File: config.mk
export PLATFORM = sky130hd
export DESIGN_NAME = double_peak_segmenter_top_flat
export DESIGN_NICKNAME = d
export VERILOG_FILES = /design/src/rtl/dps_pkg.sv /design/src/rtl/dps_if.sv /design/src/rtl/dps_csr.sv /design/src/rtl/dps_core.sv /design/src/rtl/double_peak_segmenter_top.sv /design/src/flat_wrapper.sv
export VERILOG_INCLUDE_DIRS = /design/src /design/src/rtl
export SDC_FILE = /design/constraint.sdc
export NUM_CORES = 1
export LEC_CHECK = 0
export BUFFER_PORTS_ARGS = -buffer_cell sky130_fd_sc_hd__buf_2
export CAP_MARGIN = 25
export CORE_ASPECT_RATIO = 1.1
export CORE_UTILIZATION = 56
export DETAILED_ROUTE_END_ITERATION = 12
export PLACE_DENSITY_LB_ADDON = 0.12
export RECOVER_POWER = 25
export SETUP_SLACK_MARGIN = 0.5
export SYNTH_ARGS = -nofsm -noshare
export SYNTH_HDL_FRONTEND = slang
export SYNTH_SLANG_ARGS = --single-unit
export TNS_END_PERCENT = 5
File: constraint.sdc
create_clock -name clock -period 5 [get_ports clock]
set_clock_uncertainty 0.2 [all_clocks]
set_input_delay 0.75 -clock clock [delete_from_list [all_inputs] [get_ports clock]]
set_output_delay 0.75 -clock clock [all_outputs]
set_load 0.05 [all_outputs]
File: src/rtl/assert_macros.svh
// Assertion macros shared by the segmenter RTL.
`ifndef ASSERT_MACROS_SVH
`define ASSERT_MACROS_SVH

// Checked on every clock edge outside reset.
`define DPS_ASSERT(lbl, prop, msg) \
   lbl: assert property (@(posedge clock) disable iff (reset) prop) else $error(msg);

// Checked on every clock edge, reset included.
`define DPS_ASSERT_ALWAYS(lbl, prop, msg) \
   lbl: assert property (@(posedge clock) prop) else $error(msg);

`endif

File: src/rtl/dps_pkg.sv
// Types and constants of the double peak segmenter.
`default_nettype none

package dps_pkg;

   localparam int SAMPLE_W = 16;
   localparam int COUNT_W  = 32;
   localparam int LENGTH_W = 17;
   localparam int CSR_IDX_W = 3;
   localparam int LATE_SHIFT = 2;

   typedef enum logic [CSR_IDX_W-1:0] {
      CSR_DIP_THR      = 3'd0,
      CSR_DIP_END_THR  = 3'd1,
      CSR_REC_STOP_THR = 3'd2,
      CSR_MIN_GAP      = 3'd3,
      CSR_MAX_GAP      = 3'd4,
      CSR_MAX_REC_LEN  = 3'd5
   } csr_index_type;

   localparam logic [15:0] RST_DIP_THR      = 16'd0;
   localparam logic [15:0] RST_DIP_END_THR  = 16'd0;
   localparam logic [15:0] RST_REC_STOP_THR = 16'd0;
   localparam logic [15:0] RST_MIN_GAP      = 16'd10;
   localparam logic [15:0] RST_MAX_GAP      = 16'd100;
   localparam logic [15:0] RST_MAX_REC_LEN  = 16'd512;

   typedef enum logic [6:0] {
      PH_QUIET   = 7'b0000001,
      PH_SEARCH1 = 7'b0000010,
      PH_DIP1    = 7'b0000100,
      PH_SEARCH2 = 7'b0001000,
      PH_DIP2    = 7'b0010000,
      PH_RECORD  = 7'b0100000,
      PH_RECOG   = 7'b1000000
   } phase_type;

   typedef struct packed {
      logic [SAMPLE_W-1:0] dip_threshold;
      logic [SAMPLE_W-1:0] dip_end_threshold;
      logic [SAMPLE_W-1:0] record_stop_threshold;
      logic [15:0]         min_gap;
      logic [15:0]         max_gap;
      logic [15:0]         max_record_length;
   } cfg_type;

   typedef struct packed {
      logic                segment_found;
      logic [COUNT_W-1:0]  segment_start;
      logic [LENGTH_W-1:0] segment_length;
      logic                sample_taken;
   } rsp_type;

endpackage

`default_nettype wire

File: src/rtl/dps_if.sv
// Valid/ready channel interfaces for request and response words.
`default_nettype none

interface dps_req_if;
   logic                               valid;
   logic                               ready;
   logic                               func;
   logic signed [dps_pkg::SAMPLE_W-1:0] sample_value;

   modport source (output valid, output func, output sample_value, input ready);
   modport sink (input valid, input func, input sample_value, output ready);
endinterface

interface dps_rsp_if;
   logic                          valid;
   logic                          ready;
   logic                          segment_found;
   logic [dps_pkg::COUNT_W-1:0]   segment_start;
   logic [dps_pkg::LENGTH_W-1:0]  segment_length;
   logic                          sample_taken;

   modport source (output valid, output segment_found, output segment_start,
                   output segment_length, output sample_taken, input ready);
   modport sink (input valid, input segment_found, input segment_start,
                 input segment_length, input sample_taken, output ready);
endinterface

`default_nettype wire

File: src/rtl/dps_csr.sv
// Configuration registers of the segmenter.
`default_nettype none

module dps_csr (
   input  wire logic                          clock,
   input  wire logic                          reset,
   input  wire logic                          csr_wr_en,
   input  wire logic [dps_pkg::CSR_IDX_W-1:0] csr_index,
   input  wire logic [15:0]                   csr_wdata,
   output dps_pkg::cfg_type                   cfg
);

   dps_pkg::cfg_type cfg_ff;
   dps_pkg::cfg_type cfg_in;

   always_comb begin
      cfg_in = cfg_ff;
      if (csr_wr_en) begin
         case (csr_index)
            dps_pkg::CSR_DIP_THR:      cfg_in.dip_threshold         = csr_wdata;
            dps_pkg::CSR_DIP_END_THR:  cfg_in.dip_end_threshold     = csr_wdata;
            dps_pkg::CSR_REC_STOP_THR: cfg_in.record_stop_threshold = csr_wdata;
            dps_pkg::CSR_MIN_GAP:      cfg_in.min_gap               = csr_wdata;
            dps_pkg::CSR_MAX_GAP:      cfg_in.max_gap               = csr_wdata;
            dps_pkg::CSR_MAX_REC_LEN:  cfg_in.max_record_length     = csr_wdata;
            default:                   cfg_in = cfg_ff;
         endcase
      end
   end

   always_ff @(posedge clock) begin
      if (reset) begin
         cfg_ff.dip_threshold         <= dps_pkg::RST_DIP_THR;
         cfg_ff.dip_end_threshold     <= dps_pkg::RST_DIP_END_THR;
         cfg_ff.record_stop_threshold <= dps_pkg::RST_REC_STOP_THR;
         cfg_ff.min_gap               <= dps_pkg::RST_MIN_GAP;
         cfg_ff.max_gap               <= dps_pkg::RST_MAX_GAP;
         cfg_ff.max_record_length     <= dps_pkg::RST_MAX_REC_LEN;
      end else begin
         cfg_ff <= cfg_in;
      end
   end

   assign cfg = cfg_ff;

endmodule

`default_nettype wire

File: src/rtl/dps_core.sv
// Phase tracker, counters and result computation for one word.
`default_nettype none

module dps_core (
   input  wire logic                          clock,
   input  wire logic                          reset,
   input  wire dps_pkg::cfg_type              cfg,
   input  wire logic                          step_en,
   input  wire logic                          func,
   input  wire logic [dps_pkg::SAMPLE_W-1:0]  sample_value,
   output dps_pkg::rsp_type                   result
);

   localparam int CW = dps_pkg::COUNT_W;
   localparam int LW = dps_pkg::LENGTH_W;

   dps_pkg::phase_type phase_ff, phase_in;
   logic [CW-1:0]      sample_count_ff, sample_count_in;
   logic [LW-1:0]      record_length_ff, record_length_in;
   logic [CW-1:0]      first_dip_ff, first_dip_in;

   logic [CW-1:0] gap;
   logic [17:0]   late_limit;
   logic          gap_gt_max, gap_lt_min, gap_gt_late;
   logic [LW-1:0] rl_inc;
   logic [CW-1:0] count_inc;
   logic          above_dip, below_dip, above_end, below_stop;
   logic          found, taken;

   always_comb begin
      gap         = sample_count_ff - first_dip_ff;
      late_limit  = {2'b00, cfg.min_gap} << dps_pkg::LATE_SHIFT;
      gap_gt_max  = gap > {16'd0, cfg.max_gap};
      gap_lt_min  = gap < {16'd0, cfg.min_gap};
      gap_gt_late = gap > {14'd0, late_limit};
      rl_inc      = record_length_ff + {{(LW-1){1'b0}}, 1'b1};
      count_inc   = sample_count_ff + {{(CW-1){1'b0}}, 1'b1};
      above_dip   = $signed(sample_value) > $signed(cfg.dip_threshold);
      below_dip   = $signed(sample_value) < $signed(cfg.dip_threshold);
      above_end   = $signed(sample_value) > $signed(cfg.dip_end_threshold);
      below_stop  = $signed(sample_value) < $signed(cfg.record_stop_threshold);

      phase_in         = phase_ff;
      sample_count_in  = sample_count_ff;
      record_length_in = record_length_ff;
      first_dip_in     = first_dip_ff;
      found            = 1'b0;
      taken            = 1'b1;

      if (func) begin
         // drop the held or partial segment
         sample_count_in  = sample_count_ff + {{(CW-LW){1'b0}}, record_length_ff};
         record_length_in = '0;
         first_dip_in     = '0;
         phase_in         = dps_pkg::PH_QUIET;
         taken            = 1'b0;
      end else begin
         case (phase_ff)
            dps_pkg::PH_QUIET: begin
               if (above_dip) phase_in = dps_pkg::PH_SEARCH1;
               sample_count_in = count_inc;
            end
            dps_pkg::PH_SEARCH1: begin
               if (below_dip) begin
                  phase_in     = dps_pkg::PH_DIP1;
                  first_dip_in = sample_count_ff;
               end
               sample_count_in = count_inc;
            end
            dps_pkg::PH_DIP1: begin
               if (above_end) phase_in = dps_pkg::PH_SEARCH2;
               else if (gap_gt_max) phase_in = dps_pkg::PH_QUIET;
               sample_count_in = count_inc;
            end
            dps_pkg::PH_SEARCH2: begin
               if (below_dip) begin
                  phase_in = gap_lt_min ? dps_pkg::PH_QUIET : dps_pkg::PH_DIP2;
               end else if (gap_gt_max) begin
                  phase_in = dps_pkg::PH_QUIET;
               end
               sample_count_in = count_inc;
            end
            dps_pkg::PH_DIP2: begin
               if (gap_gt_late) phase_in = dps_pkg::PH_QUIET;
               else if (above_end) phase_in = dps_pkg::PH_RECORD;
               sample_count_in = count_inc;
            end
            dps_pkg::PH_RECORD: begin
               record_length_in = rl_inc;
               if (rl_inc > {1'b0, cfg.max_record_length}) begin
                  sample_count_in  = sample_count_ff + {{(CW-LW){1'b0}}, rl_inc};
                  record_length_in = '0;
                  first_dip_in     = '0;
                  phase_in         = dps_pkg::PH_QUIET;
               end else if (below_stop) begin
                  phase_in = dps_pkg::PH_RECOG;
                  found    = 1'b1;
               end
            end
            dps_pkg::PH_RECOG: begin
               found = 1'b1;
               taken = 1'b0;
            end
            default: begin
               phase_in = dps_pkg::PH_QUIET;
            end
         endcase
      end

      result.segment_found  = found;
      result.segment_start  = found ? sample_count_ff : '0;
      result.segment_length = found ? record_length_in : '0;
      result.sample_taken   = taken;
   end

   always_ff @(posedge clock) begin
      if (reset) begin
         phase_ff         <= dps_pkg::PH_QUIET;
         sample_count_ff  <= '0;
         record_length_ff <= '0;
         first_dip_ff     <= '0;
      end else if (step_en) begin
         phase_ff         <= phase_in;
         sample_count_ff  <= sample_count_in;
         record_length_ff <= record_length_in;
         first_dip_ff     <= first_dip_in;
      end
   end

endmodule

`default_nettype wire

File: src/rtl/double_peak_segmenter_top.sv
// Top level of the double peak segmenter: word registers, core and registers.
// An accepted word waits in the input register until its result can be registered.
// Throughput: one word per cycle unless stalled; the input and result registers
// each hold one word, so a stalled result still lets one more word in.
// Reset: synchronous, active high; clears phase, counters, valid flags and
// loads the configuration reset values.
`default_nettype none
`include "assert_macros.svh"

module double_peak_segmenter_top (
   input  wire logic                          clock,
   input  wire logic                          reset,
   dps_req_if.sink                            req_ch,
   dps_rsp_if.source                          rsp_ch,
   input  wire logic                          csr_wr_en,
   input  wire logic [dps_pkg::CSR_IDX_W-1:0] csr_index,
   input  wire logic [15:0]                   csr_wdata
);

   dps_pkg::cfg_type cfg;
   dps_pkg::rsp_type core_result;

   logic                          in_valid_ff, in_valid_in;
   logic                          in_func_ff;
   logic [dps_pkg::SAMPLE_W-1:0]  in_sample_ff;
   logic                          rsp_valid_ff, rsp_valid_in;
   dps_pkg::rsp_type              rsp_data_ff;
   logic                          advance;
   logic                          req_fire;
   logic                          full_stall;
   logic                          bare_word;
   logic                          fields_clear;

   dps_csr u_csr (
      .clock     (clock),
      .reset     (reset),
      .csr_wr_en (csr_wr_en),
      .csr_index (csr_index),
      .csr_wdata (csr_wdata),
      .cfg       (cfg)
   );

   dps_core u_core (
      .clock        (clock),
      .reset        (reset),
      .cfg          (cfg),
      .step_en      (advance),
      .func         (in_func_ff),
      .sample_value (in_sample_ff),
      .result       (core_result)
   );

   assign advance      = in_valid_ff && (!rsp_valid_ff || rsp_ch.ready);
   assign req_ch.ready = !in_valid_ff || advance;
   assign req_fire     = req_ch.valid && req_ch.ready;
   assign in_valid_in  = req_fire || (in_valid_ff && !advance);
   assign rsp_valid_in = advance || (rsp_valid_ff && !rsp_ch.ready);

   always_ff @(posedge clock) begin
      if (reset) begin
         in_valid_ff  <= 1'b0;
         rsp_valid_ff <= 1'b0;
      end else begin
         in_valid_ff  <= in_valid_in;
         rsp_valid_ff <= rsp_valid_in;
      end
   end

   always_ff @(posedge clock) begin
      if (req_fire) begin
         in_func_ff   <= req_ch.func;
         in_sample_ff <= req_ch.sample_value;
      end
      if (advance) begin
         rsp_data_ff <= core_result;
      end
   end

   assign rsp_ch.valid          = rsp_valid_ff;
   assign rsp_ch.segment_found  = rsp_data_ff.segment_found;
   assign rsp_ch.segment_start  = rsp_data_ff.segment_start;
   assign rsp_ch.segment_length = rsp_data_ff.segment_length;
   assign rsp_ch.sample_taken   = rsp_data_ff.sample_taken;

   assign full_stall   = in_valid_ff && rsp_valid_ff && !rsp_ch.ready;
   assign bare_word    = rsp_ch.valid && !rsp_ch.segment_found;
   assign fields_clear = rsp_ch.segment_start == '0 && rsp_ch.segment_length == '0;

   `DPS_ASSERT(a_full_stall_blocks, full_stall |-> !req_ch.ready, "input taken while stalled")
   `DPS_ASSERT(a_advance_shows, advance |=> rsp_ch.valid, "computed word not presented")
   `DPS_ASSERT(a_notfound_zero, bare_word |-> fields_clear, "fields set without a segment")
   `DPS_ASSERT_ALWAYS(a_reset_empty, reset |=> !(rsp_valid_ff || in_valid_ff), "word after reset")

endmodule

`default_nettype wire
File: src/flat_wrapper.sv
// flat-port wrapper written by rule: the top's interface ports become plain ports
module double_peak_segmenter_top_flat 
  (clock, reset, csr_wr_en, csr_index, csr_wdata, req_ch_valid, req_ch_func, req_ch_sample_value, req_ch_ready, rsp_ch_valid, rsp_ch_segment_found, rsp_ch_segment_start, rsp_ch_segment_length, rsp_ch_sample_taken, rsp_ch_ready);
  dps_req_if req_ch_i ();
  dps_rsp_if rsp_ch_i ();
  input  wire logic clock;
  input  wire logic reset;
  input  wire logic csr_wr_en;
  input  wire logic [dps_pkg::CSR_IDX_W-1:0] csr_index;
  input  wire logic [15:0] csr_wdata;
  input wire logic [$bits(req_ch_i.valid)-1:0] req_ch_valid;
  input wire logic [$bits(req_ch_i.func)-1:0] req_ch_func;
  input wire logic [$bits(req_ch_i.sample_value)-1:0] req_ch_sample_value;
  output wire logic [$bits(req_ch_i.ready)-1:0] req_ch_ready;
  output wire logic [$bits(rsp_ch_i.valid)-1:0] rsp_ch_valid;
  output wire logic [$bits(rsp_ch_i.segment_found)-1:0] rsp_ch_segment_found;
  output wire logic [$bits(rsp_ch_i.segment_start)-1:0] rsp_ch_segment_start;
  output wire logic [$bits(rsp_ch_i.segment_length)-1:0] rsp_ch_segment_length;
  output wire logic [$bits(rsp_ch_i.sample_taken)-1:0] rsp_ch_sample_taken;
  input wire logic [$bits(rsp_ch_i.ready)-1:0] rsp_ch_ready;
  assign req_ch_i.valid = req_ch_valid;
  assign req_ch_i.func = req_ch_func;
  assign req_ch_i.sample_value = req_ch_sample_value;
  assign req_ch_ready = req_ch_i.ready;
  assign rsp_ch_valid = rsp_ch_i.valid;
  assign rsp_ch_segment_found = rsp_ch_i.segment_found;
  assign rsp_ch_segment_start = rsp_ch_i.segment_start;
  assign rsp_ch_segment_length = rsp_ch_i.segment_length;
  assign rsp_ch_sample_taken = rsp_ch_i.sample_taken;
  assign rsp_ch_i.ready = rsp_ch_ready;
  double_peak_segmenter_top u_core (.clock(clock), .reset(reset), .req_ch(req_ch_i), .rsp_ch(rsp_ch_i), .csr_wr_en(csr_wr_en), .csr_index(csr_index), .csr_wdata(csr_wdata));
endmodule
==> results.md <==
Floorplanning:
- The floorplan has 63 rows.
- In this run the count of I/O pins placed on the die edge is 94.
- From bottom edge to top edge, the die measures 176.1 µm.
- The die boundary width is 160.3 µm.
- The effective utilization at floorplan is 0.5709.
- The core box area is 0.02704 mm².
- The floorplan step defined a die boundary enclosing 0.02823 mm².

Setup path:
- STA classifies the critical path endpoint as a flip-flop.
- Across all register-to-register paths, the minimum setup slack is 0.56 ns.
- The kind of cell adding the most delay to the critical path is compound AO/OA/AOI/OAI gates.
- Walking the worst path, the cells encountered are inv_2 -> ha_4 -> inv_2 -> fa_2 -> a211oi_2 -> o21ai_2 -> a211oi_4 -> o31ai_4 -> a21bo_2 -> xor2_4 -> ha_1 -> nand4_1 -> nor2_2 -> o31a_1 -> o31ai_1 -> maj3_2 -> nand4b_1 -> nor3_2 -> and3_4 -> o21ai_0 -> a21oi_2.
- STA classifies the critical path startpoint as a flip-flop.
- The type of the worst setup path is flip-flop to flip-flop.
- STA puts the critical path data required time at approximately 5 ns.
- The cell with the largest stage delay on the worst path is dfxtp_2.
- The worst register-to-register path ends at u_core.u_core.phase_ff[1].
- The origin of the worst setup path is u_core.u_core.sample_count_ff[0].
- For the worst setup path, the data arrival time is ~4.5 ns.
- The cell that appears most often on the critical path is inv_2.
- The beginning of the worst register-to-register path is u_core.u_core.sample_count_ff[0].
- The critical path's largest stage delay is approximately 0.34 ns.
- The depth of the worst register-to-register path is 21.
- Of all nets on the critical path, the largest fanout is 8.
- The count of buffering cells on the critical path with inverters included is 2.

STA:
- The hold violation total from the final report was 0.
- Counting I/O delays and the setup requirement, the final critical path takes 4.439 ns.
- Setup repair after global routing could not meet its margin everywhere.
- The pin slew with the least headroom to its limit is 3.786 ns.
- Setup violations remaining at the end of the flow were counted as 0.
- Dividing the final minimum period by the clock period gives 0.8878.
- The worst hold slack is approximately 0.16 ns.
- For this run, the top clock speed supported by timing is about 230 MHz.
- In this run the tightest slew margin relative to its limit is -1.524.
- The accumulated negative setup slack is 0 ns.
- The number of max-slew violations in the final report is 137.

Global routing:
- The first global-routing pass estimated about 68 mm of wire.
- The number of global-route vias before repair came to 13149.
- Across every metal layer, demand over resource in global routing totals 0.3007.
- The global route total overflow is 0.
- The number of antenna violations at the first check in global routing is 0.
- Entering global routing, the biggest net connects 82 pins.

Drt:
- Before antenna repair, the detailed router went through 8 iterations.
- The final antenna-violating net count is 0.
- Summing over every cut layer, the via total after detailed routing is 13711.
- The detailed router finished its first iteration with 928 violations.
- The mean routed wirelength per cell is 18.07 µm.
- After detailed routing, the number of remaining DRC violations is 0.
- The final layout contains routed wiring with a total length of 42.49 mm.
- The average vias per placed instance is 5.832.

Hold path:
- The path class of the lowest-slack min-delay path is input port to flip-flop.
- Along the worst hold path, the cell count comes to 1.
- The worst min-delay path endpoint is u_core.in_sample_ff[4].
- In this run the most critical hold path is launched from req_ch_sample_value[4].

Pwr:
- The part of the power in the clock network is 0.456.
- The internal power component is 3.617 mW.
- The leakage power is 7.169 nW.
- The combinational cell fraction of total power is 0.090.
- Of the total power, the share spent switching nets is 0.2472.
- Dividing total power by cell area gives a power density of 269.6 mW/mm².
- The overall power after layout is between 4 and 5 mW.
- The share of power burned in registers is 0.454.
- The maximum ir drop on the vdd rail is 0.3036 mV.
- The net switching power of the design is 1.188 mW.

Clocking:
- The number of buffers created by CTS is 28.
- The source-to-sink clock delay at the later pin of the worst-skew pair is 0.57 ns.
- The buffer type at the clock tree root is clkbuf_16.
- The sink count of the clock tree is 254.
- The clock tree from TritonCTS is built.
- The largest buffer count on any clock path is 3.
- After clock tree synthesis, the clock-pin slew on the worst setup and hold paths is 0.06 ns.
- CTS built an H-tree with a depth of 1.

Synthesis:
- By count the netlist is led by 286 x nand2_1, 219 x a21oi_1, 186 x dfxtp_1.
- In the synthesized netlist the dominant register cell turns out to be dfxtp_1.
- Counting flops and latches in the post-synthesis netlist gives 254.
- The number of flops mapped to enable cells by yosys is 68.
- Of all flip-flops after synthesis, the portion carrying an async set or reset was 0.
- The cell count after synthesis is 1868.
- The fraction of post-synthesis cell area in the top cell type by area is 0.2412.
- The average cell area after synthesis is roughly 8.3 µm².
- The netlist area before placement is around 0.015 mm².
- For this run, the register share of the synthesized area comes to 0.3735.
- In the post-synthesis netlist, the biggest area contributors are dfxtp_1 24%, edfxtp_1 13%, ha_1 13%.
- The most common cell in the netlist is nand2_1.
- The leading area contributor after synthesis is dfxtp_1.
- The number of warning messages in the yosys log is 0.
- Counting distinct cell types in the post-synthesis netlist gives 74.
- The post-synthesis net count is 2069.

Flow run:
- The number of max-cap violations is 2.

Layout:
- The filler cell count in the final layout is 2325.
- The area taken by multi-input logic gates is about 0.0091 mm².
- The share of post-route cells with drive strength above 1 is 0.1429.
- The number of antenna diodes is 0.
- The net total in the final layout is about 2200.
- Relative to the synthesized area, the layout overhead comes to 15.46%.
- The sequential cells in the finished layout cover a total of between 0.005 and 0.006 mm².

Placed design:
- The HPWL after detailed placement is 31.64 mm.
- Routability-driven placement finished with a final weighted congestion of approximately 0.9.
- The number of buffer cells added on primary ports is 93.

Status:
- The run finished, with violations left.
- The final reports fail on capacitance limit, slew limit.
==> power by group through the flow <==
stage               clock (mW)  sequential [mW]  combinational, mW
finish                    2.19             2.18              0.435
global route              2.30             2.19              0.473
CTS                       2.22             2.18              0.426
detailed placement           0             2.23              0.421
global placement             0             2.23              0.415
floorplan                    0             2.30              0.215
==> how the worst max path moves through the flow <==
stage,end,slack [ns],depth (start not counted)
floorplan,u_core.u_core.first_dip_ff[27],0.44,19
finish,u_core.u_core.phase_ff[1],0.56,21
CTS,u_core.u_core.record_length_ff[9],0.45,18
global placement,u_core.u_core.phase_ff[4],0.25,22
global route,u_core.u_core.phase_ff[1],0.33,21
detailed placement,u_core.u_core.phase_ff[1],0.13,22
==> state kept, by name, summed over array words and instances (netlist names), 7 cells and up <==
register                        count
u_core.u_core.sample_count_ff      32
u_core.u_core.phase_ff              7
u_core.rsp_ch.segment_start        32
u_core.in_sample_ff                16
u_core.u_core.first_dip_ff         32
u_core.rsp_ch.segment_length       17
u_core.u_core.record_length_ff     17
u_core.u_csr.cfg                   96
==> per-layer routing <==
layer	wire, µm	GRT usage	vias up
met1	17470	0.3695	6401
met4	1530	0.1119	0
met3	2419	0.03218	94
met5	0	0	-
li1	-	-	6733
met2	21070	0.5413	483
==> logic make-up (layout without fill, tap and decap cells) <==
kind of cell,Yosys count,count (layout),share of synthesized area
multiplexers,8,8,0.005188
XOR/XNOR,69,69,0.03915
AND/OR/NAND/NOR,677,677,0.2043
buffers and inverters,229,355,0.05650
flip-flops,254,254,0.3735
AO/OA/AOI/OAI,470,470,0.1901
adder cells (fa/ha/maj),161,161,0.1313
==> cell type report <==
type                    instances  area share
clock buffers                  31     0.03995
clock inverters                20     0.01425
inverters                     143     0.03012
repair buffers                161     0.05553
flip-flops and latches        254      0.3250
well taps                     357     0.02506
multi-input cells            1385      0.5100
==> cell usage in the layout, fill, tap and decap left out, types with 7 or more instances in the layout <==
cell	netlist	layout
a21o_1	58	58
a22o_1	7	7
dfxtp_2	0	10
nor3_1	23	21
a31oi_1	9	7
o21ai_0	62	55
nand4_1	29	29
xor2_1	25	20
clkinv_1	0	8
inv_1	143	140
nor4_1	8	8
a22oi_1	18	18
buf_4	0	60
nand2_1	286	284
a21oi_1	219	217
buf_2	10	91
and2_1	37	34
o31ai_1	10	10
a211oi_1	12	11
or3_1	10	8
edfxtp_1	68	68
o211ai_1	19	19
ha_1	158	154
nand3_1	66	61
clkbuf_16	0	28
nor2b_1	21	19
dfxtp_1	186	172
nand2b_1	11	11
nor2_1	135	131
and3_1	19	16
mux2i_1	8	8
xnor2_1	44	39
o21a_1	7	7
==> metrics by stage <==
step / worst slack (ns) / std cells / util / cell area, µm²
5_1_grt: 0.3262 / 2351 / 0.6592 / 17820
3_3_place_gp: 0.2524 / 2277 / 0.6052 / 16360
6_report: 0.5611 / 2351 / 0.6592 / 17820
4_1_cts: 0.4464 / 2333 / 0.6442 / 17420
3_5_place_dp: 0.1277 / 2278 / 0.6056 / 16370
2_1_floorplan: 0.4444 / 1868 / - / 15440
==> what timing repair did <==
action                                  in CTS  in global routing
gates resized for setup                     16                 72
setup buffers                                4                 18
endpoints found under the setup margin      90                134
pin swaps                                   11                 37
hold buffers                                 0                  0
No activity file was read; power rests on OpenSTA's default activity.
